`src/bba_pkg.sv`:
```
// Shared widths, codes and controller/datapath interface types for the bitmap allocator.
package bba_pkg;

    localparam int INDEX_W     = 12;
    localparam int COUNT_W     = 13;
    localparam int FUNC_W      = 2;
    localparam int STATUS_W    = 2;
    localparam int WORD_W      = 32;
    localparam int BIT_W       = 5;
    localparam int INDEX_SPACE = 4096;
    localparam int MAX_WORDS   = INDEX_SPACE / WORD_W;

    localparam logic [FUNC_W-1:0] FUNC_ALLOC = 2'd0;
    localparam logic [FUNC_W-1:0] FUNC_FREE  = 2'd1;
    localparam logic [FUNC_W-1:0] FUNC_QUERY = 2'd2;
    localparam logic [FUNC_W-1:0] FUNC_MARK  = 2'd3;

    localparam logic [STATUS_W-1:0] ST_OK      = 2'd0;
    localparam logic [STATUS_W-1:0] ST_NO_FREE = 2'd1;
    localparam logic [STATUS_W-1:0] ST_RANGE   = 2'd2;

    typedef struct packed {
        logic in_ready;
        logic cfg_ready;
        logic cap_item;
        logic grp_load;
        logic rd_alloc;
        logic rd_item;
        logic commit;
        logic sw_rd;
        logic sw_acc;
    } t_cmd;

    typedef struct packed {
        logic in_beat;
        logic cfg_beat;
        logic new_alloc;
        logic out_free;
        logic sw_last;
    } t_stat;

endpackage

```
`src/bba_ctrl.sv`:
```
// Sequencing state machine for the bitmap allocator: recount sweep and request steps.
module bba_ctrl (
    input  logic           i_clk,
    input  logic           i_rst_n,
    input  bba_pkg::t_stat i_stat,
    output bba_pkg::t_cmd  o_cmd
);
    import bba_pkg::*;

    typedef enum logic [6:0] {
        S_CNT_RD  = 7'b0000001,
        S_CNT_ACC = 7'b0000010,
        S_IDLE    = 7'b0000100,
        S_SRCH    = 7'b0001000,
        S_SEL     = 7'b0010000,
        S_RD      = 7'b0100000,
        S_MOD     = 7'b1000000
    } t_state;

    t_state r_state;
    t_state n_state;

    always_ff @(posedge i_clk) begin
        if (!i_rst_n) begin
            r_state <= S_CNT_RD;
        end else begin
            r_state <= n_state;
        end
    end

    always_comb begin
        n_state         = r_state;
        o_cmd           = '0;
        o_cmd.cfg_ready = (r_state == S_IDLE) || (r_state == S_CNT_RD)
                          || (r_state == S_CNT_ACC);
        // a config beat takes the idle slot; the request waits for the sweep
        o_cmd.in_ready  = (r_state == S_IDLE) && !i_stat.cfg_beat;
        case (r_state)
            S_CNT_RD: begin
                o_cmd.sw_rd = 1'b1;
                n_state     = S_CNT_ACC;
            end
            S_CNT_ACC: begin
                o_cmd.sw_acc = 1'b1;
                n_state      = i_stat.sw_last ? S_IDLE : S_CNT_RD;
            end
            S_IDLE: begin
                if (i_stat.in_beat) begin
                    o_cmd.cap_item = 1'b1;
                    n_state        = i_stat.new_alloc ? S_SRCH : S_RD;
                end
            end
            S_SRCH: begin
                o_cmd.grp_load = 1'b1;
                n_state        = S_SEL;
            end
            S_SEL: begin
                o_cmd.rd_alloc = 1'b1;
                n_state        = S_MOD;
            end
            S_RD: begin
                o_cmd.rd_item = 1'b1;
                n_state       = S_MOD;
            end
            S_MOD: begin
                if (i_stat.out_free) begin
                    o_cmd.commit = 1'b1;
                    n_state      = S_IDLE;
                end
            end
            default: begin
                n_state = S_CNT_RD;
            end
        endcase
        // new block count: recount free blocks from the bitmap
        if (i_stat.cfg_beat) begin
            n_state = S_CNT_RD;
        end
    end

endmodule

```
`config.mk`:
```
export PLATFORM = sky130hd
export DESIGN_NAME = bba_ctrl
export DESIGN_NICKNAME = d
export VERILOG_FILES = /design/src/bba_pkg.sv /design/src/bba_ctrl.sv
export SDC_FILE = /design/constraint.sdc
export NUM_CORES = 1
export LEC_CHECK = 0
export BUFFER_PORTS_ARGS = -buffer_cell sky130_fd_sc_hd__buf_2
export CAP_MARGIN = 20
export CORE_AREA = 2 2 39 41
export DETAILED_ROUTE_END_ITERATION = 10
export DIE_AREA = 0 0 41 43
export SLEW_MARGIN = 15
export SYNTH_ARGS = -nofsm -noshare
export SYNTH_HDL_FRONTEND = slang
export SYNTH_SLANG_ARGS = --single-unit
```
`constraint.sdc`:
```
create_clock -name i_clk -period 1.9 [get_ports i_clk]
set_clock_uncertainty 0.15 [all_clocks]
set_input_delay 0.095 -clock i_clk [delete_from_list [all_inputs] [get_ports i_clk]]
set_output_delay 0.095 -clock i_clk [all_outputs]
set_load 0.01 [all_outputs]
```
# == Word level (Yosys, flattened, before mapping) ==
# Cells that the tools add are included.
# Widths: inputs -> output; s select.
# word_totals
ff_bits,7
input_bits,7
output_inout_bits,9
wordCells,32
# op_classes
eq_ne,9
muxes,14
bitwise_logic,1
reduce_logical,7
# op_table
operator,count
$pmux 7 s6,1
$mux 7,2
$mux 1,9
$eq 7x1->1 const B,1
$eq 7x2->1 const B,1
$eq 7x3->1 const B,1
$eq 7x4->1 const B,1
$eq 7x5->1 const B,1
$eq 7x6->1 const B,1
$eq 7x7->1 const B,1
$mux 6,1
$ne 2x2->1 const B,2
$reduce_or 2->1,2
$mux 3,1
$logic_or 1x1->1,2
$reduce_and 2->1,1
$logic_and 1x1->1,1
$logic_not 1->1,1
$not 1->1,1

# == Depth between registers and ports, before layout ==
# Gate-level depths: netlist of run 1.
# logic_depth
word_depth,3
depth_mapped,4
ltp_nobuf,3

# == Worst setup path before layout of run 1 ==
# Ideal clock, no wire load.
# synth_timing
path_type,register to register
start,reg r_state[4]
end,reg r_state[0]
setup_time_ns,0.130
arrival_ns,1.071
t_required_ns,1.620
path_slack_ns,0.549
path_stages_with_launch,4
n_path_buf,0
synth_period_minus_slack_ns,1.351
path_cell_list,dfxtp_1 > nor4_2 > o311a_1 > a22oi_1
# synth_between
elab_chain_len,3
elab_cells_between_ends,12
cone_classes,9 x eq/ne; 1 x mux; 2 x reduce/logical
# synth_lines
element,line,source
"start, declared",bba_ctrl.sv:20,t_state r_state;
"start signal, assigned",bba_ctrl.sv:27,r_state <= n_state;
"$eq 7x6->1, or another cell as far along",bba_ctrl.sv:38,case (r_state)
$reduce_or 2->1 (no source line) or $ne 2x2->1 (tied branches),-,
$pmux 7 s6 or $reduce_and 2->1 (tied branches),-,
# Parallel ways exist; a longest one is shown, timed or not.
# A chain may end at the register's enable or synchronous reset.

==> reports/results.txt, run 1 <==
Max IR drop VDD - 0.276 mV
Residual DRC count - 0
Total gr overflow - 0
Die width - 41 microns
Setup ws final - 125 ps
Syn Area/Cell - 7.92 sq um
Die Y - 43 microns
Status - finished clean
Crit Path Max Fanout - 8
Critical path's most frequent cell - nor3_1
Max Fclk - 0.563 GHz
Largest net degree at the start of global routing - 12
Synth async-reset ratio - 0
CP cell instances - nor3_1 > nand2_1 > nor3_1 > buf_2
Clock transition at path regs - 60 ps
Min Clock Period, post-route - 1780 ps
Clock Power Share - 0.405
Drt wl/cell - 11.8 microns
Hold/Removal Path Class - in2reg
First-pass GRT wire length - 1940 microns
CTS root buf - clkbuf_4
Final WL - 1130 microns
DIE AREA - 1760 sq um
Fin. max-slew vios - 0
Clk buf depth - 2
Top_reg_cell synth - dfxtp_1
Commonest non-fill, non-tap cell in the layout - buf_2
Flop and latch count out of synthesis - 7
WP data required - 1650 ps
Initial Util - 0.361
Hold slack - 17.2 ps
CP bufs+invs - 1
GRT Util Overall - 0.159
Skew-Pair Late Insertion Delay - 250 ps
CTS sink count - 7
Least-Margin Pin Slew - 423 ps
Core Box Area - 1380 sq um
Post-synthesis sequential area ratio - 0.281
Antenna violations before repair - 0
Critical-path top delay cell - nor3_1
Layout area overhead - 23.3%
Critical path class - reg2out
Max-cap viol count - 0
Ports - 16
Row Count - 14
Logic pwr share - 0.133
RSZ-0062 raised after global routing - false
Gate Count Post-Synth - 63
Place WS - 426 ps
Switching portion of total power - 0.255
Initial drt markers - 13
Worst Path Arrival - 1530 ps
Power Internal - 0.000251 W
Total number of yosys warnings - 0
Critical path capture point type - output pin
Mapped Nets - 70
Final TNS setup - 0 ps
NumNets Final - 88
Post-synth EDFFs - 0
Mapped cell area - 499 sq um
P_sw - 0.0000861 W
Final Hold Viols - 0
Slowest stage delay, CP - 420 ps
Biggest regs - r_state: 7 flops
Antenna diodes - 0
Routability cong. - 0.820
H-tree levels - 1
Post-placement cell count - 91
# setup viols final - 0
Post-Layout Cell Count - 96
Crit share post-route - 0.934
Power per cell area - 548 nW/um^2
CTS tree - yes
Most frequent cells in the layout - buf_2, inv_1, nor2_1, dfxtp_1
Cts bufs inserted - 3
Via Count - 511
Vias per cell - 5.32
Detailed Routing Iterations Pass 1 - 4
Max reg flops - 7
Routed Antenna Nets - 0
Max-slew headroom - 0.714
Reg2Reg Setup Slack - 460 ps
Flop pwr share - 0.462
Worst setup SP type - flip-flop
Layout cells sized above 1 - 0.288
Distinct cells, synth - 30
Buffers on Ports - 15
Largest register by flop count - r_state
Number of global-route vias before repair - 452
Pleak - 0.307 nW
CP top delay family - simple AND/OR/NAND/NOR gates
==> power groups by stage <==
stage                     logic (W)  registers [W]  clock network (W)
after floorplan           0.0000303       0.000155                  0
after global placement    0.0000426       0.000159                  0
after detailed placement  0.0000436       0.000159                  0
after CTS                 0.0000453       0.000156           0.000141
after global routing      0.0000502       0.000157           0.000150
final                     0.0000449       0.000156           0.000136
==> cell usage after synthesis (all sizes together) (2+ instances only) <==
library cell | instances | area share
nand4 | 2 | 0.038
nor3 | 4 | 0.040
nor2 | 7 | 0.053
inv | 7 | 0.053
nor3b | 2 | 0.030
buf | 3 | 0.030
nor4b | 2 | 0.035
nand3 | 2 | 0.020
and2 | 2 | 0.025
nand2 | 3 | 0.023
dfxtp | 7 | 0.28
nor4 | 4 | 0.11
nor2b | 4 | 0.050
==> routing by layer <==
| metal | GRT usage | vias to the layer above | routed length [microns] | part of all wire |
|---|---|---|---|---|
| met3 | 0.0314 | 3 | 36 | 0.032 |
| met4 | 0.0600 | 0 | 17 | 0.015 |
| met1 | 0.216 | 236 | 522 | 0.46 |
| li1 | - | 263 | - | - |
| met2 | 0.238 | 9 | 552 | 0.49 |
| met5 | 0 | - | 0 | 0 |
==> cells by family after synthesis <==
family / after synthesis / synth area share
buf+inv: 10 / 0.0827
xor+xnor: 1 / 0.0175
compound gates: 10 / 0.158
simple gates: 35 / 0.461
flops: 7 / 0.281
==> final timing paths <==
path	from	end	cells past startpoint
worst max-delay path	r_state[0]$_SDFFE_PP1P_	o_cmd[5]	4
worst min-delay path	i_stat[4]	r_state[3]$_SDFFE_PP0P_	3
worst max register to register	r_state[0]$_SDFFE_PP1P_	r_state[2]$_SDFFE_PP0P_	3
worst min register to register	r_state[4]$_SDFFE_PP0P_	r_state[6]$_SDFFE_PP0P_	2
==> metrics by stage <==
step	power, W	util	area, sq um
6_report	0.000337	0.445	616
5_1_grt	0.000358	0.445	616
4_1_cts	0.000343	0.445	616
3_5_place_dp	0.000203	0.419	579
3_3_place_gp	0.000202	0.419	579
2_1_floorplan	0.000185	-	499
==> worst register-to-register path: stages (launching register included) <==
cell and delay (ps):
dfxtp_1 390, nor3_1 420, nand4_1 230, a21oi_1 180
==> area by class of cell <==
class                           instances  area (sq um)
Fill cell                             156           768
Multi-Input combinational cell         46           318
Sequential cell                         7           140
Timing Repair Buffer                   16          85.1
Clock buffer                            4          26.3
Inverter                                7          26.3
Tap cell                               16          20.0
==> what timing repair did <==
item / CTS / global route
hold buffers: 1 / 0
endpoints found under the setup margin: 0 / 0
buffers inserted: 0 / 0
endpoints found under the hold margin: 2 / 0
gates resized for setup: 0 / 0
Power figures use the tool's default switching activity.
==> run 2, diff against run 1 <==
Settings changed: CORE_AREA 2 2 39 41 to unset, CORE_MARGIN set to 2, CORE_UTILIZATION set to 25, CTS_CLUSTER_DIAMETER set to 40, DIE_AREA 0 0 41 43 to unset, REMOVE_ABC_BUFFERS set to 1.
==> run 2 against run 1 <==
  * Total power is 0.90% higher
  * Critical path depth is 1 lower
  * Non-clock buffer count stayed put
  * Global-route usage is 4.6 points lower
  * Maximum frequency is 3.6% higher
  * Critical path type unchanged
  * Critical endpoint is now o_cmd[3]
  * Highest routed layer unchanged
==> reports/results.txt, run 2 (synthesized netlist as in run 1, its figures left out) <==
Switching portion of total power - 0.271
Cts bufs inserted - 3
Met1 WL - 480 microns
Most frequent cells in the layout - buf_2, inv_1, nor2_1, dfxtp_1
Fin. max-slew vios - 0
Residual DRC count - 0
First-pass GRT wire length - 1970 microns
Min Clock Period, post-route - 1710 ps
Drt wl/cell - 10.6 microns
Routability cong. - 0.738
Final TNS setup - 0 ps
Detailed Routing Iterations Pass 1 - 3
Final Hold Viols - 0
Max IR drop VDD - 0.381 mV
Critical path capture point type - output pin
Worst Path Arrival - 1470 ps
Biggest regs - r_state: 7 flops
Flop pwr share - 0.458
Post-CTS Setup Bufs - 0
Antenna violations before repair - 0
Max-cap viol count - 0
Highest routed layer - met4
Power per cell area - 540 nW/um^2
CTS sink count - 7
Met2 WL - 555 microns
Clk buf depth - 2
Status - finished clean
Least-Margin Pin Slew - 422 ps
Max-slew headroom - 0.715
Initial drt markers - 3
Ports - 16
Core Box Area - 1920 sq um
Via Count - 501
Max reg flops - 7
Reg2Reg Setup Slack - 470 ps
Utilization after layout - 0.328
CTS tree - yes
Die Y - 48.7 microns
Antenna diodes - 0
Largest net degree at the start of global routing - 12
Crit path capture - o_cmd[3]
CTS root buf - clkbuf_4
Final WL - 1130 microns
Max Fclk - 0.584 GHz
Hold slack - 2.92 ps
Skew-Pair Late Insertion Delay - 260 ps
NumNets Final - 88
Worst R2R End - r_state[0]$_SDFFE_PP1P_
# hold bufs at CTS - 1
Reg-to-Reg Start - r_state[6]$_SDFFE_PP0P_
Routed Antenna Nets - 0
Resize count post-CTS - 0
H-tree levels - 1
Power Internal - 0.000248 W
Pleak - 0.310 nW
Clock transition at path regs - 50 ps
Number of global-route vias before repair - 459
Buffers on Ports - 15
Die width - 48.7 microns
Largest register by flop count - r_state
Commonest non-fill, non-tap cell in the layout - buf_2
Initial Util - 0.260
P_sw - 0.0000922 W
Layout cells sized above 1 - 0.300
Worst R2R Path Depth - 3
Met3 wire length - 69 microns
Hold/Removal Path Class - in2reg
WP data required - 1650 ps
Total gr overflow - 0
DIE AREA - 2370 sq um
Clock Power Share - 0.411
Logic pwr share - 0.131
Vias per cell - 4.68
# setup viols final - 0
GRT Util Overall - 0.113
Crit share post-route - 0.902
Row Count - 16
Worst setup SP type - flip-flop
Crit Path Max Fanout - 8
Worst setup path start - r_state[5]$_SDFFE_PP0P_
Layout area overhead - 26.3%
Worst hold path cell count - 3
Post-DP HPWL - 907 microns
RSZ-0062 raised after global routing - false
Critical path class - reg2out
## run 2: changes by cell type in the layout (fill, tap and decap cells not counted), sizes merged
cell | before | now
clkinv | 0 | 1
clkbuf | 4 | 3
## run 2: area by class of cell
cell class,instances,area (sq um)
fillers,215,1290
multi-input cells,46,318
flip-flops and latches,7,140
repair buffers,16,85.1
well taps,27,33.8
inverters,7,26.3
clock buffers,3,22.5
clock inverters,1,5.00
## run 2: through the flow
step	std cells	setup slack (ps)	area [sq um]	power [W]
2_1_floorplan	60	549	484	0.000184
3_3_place_gp	102	472	593	0.000202
3_5_place_dp	102	462	593	0.000203
4_1_cts	107	165	631	0.000349
5_1_grt	107	0.216	631	0.000362
6_report	107	187	631	0.000340
## run 2: worst min-delay path by stage
stage | start | to | slack, ps
after floorplan | i_stat[2] | r_state[5]$_SDFFE_PP0P_ | 20
after global placement | i_stat[2] | r_state[5]$_SDFFE_PP0P_ | 140
after detailed placement | i_stat[2] | r_state[5]$_SDFFE_PP0P_ | 130
after CTS | i_stat[4] | r_state[3]$_SDFFE_PP0P_ | 2
after global routing | i_stat[4] | r_state[3]$_SDFFE_PP0P_ | 20
final | i_stat[4] | r_state[3]$_SDFFE_PP0P_ | 3
## run 2: power groups by stage
stage / logic, W / registers, W / clock network, W
floorplan: 0.0000264 / 0.000158 / 0
global placement: 0.0000429 / 0.000159 / 0
detailed placement: 0.0000434 / 0.000159 / 0
CTS: 0.0000452 / 0.000156 / 0.000148
global route: 0.0000503 / 0.000157 / 0.000155
finish: 0.0000446 / 0.000156 / 0.000140
## run 2: worst max-delay path, stage by stage (launching register included)
cell and delay (ps):
dfxtp_1 480, nor4b_1 410, and2_1 180, buf_2 130
## run 2: per-layer routing
layer,track usage,vias up
li1,-,259
met1,0.128,228
met2,0.174,9
met3,0.0586,5
met4,0.0571,0
met5,0,-
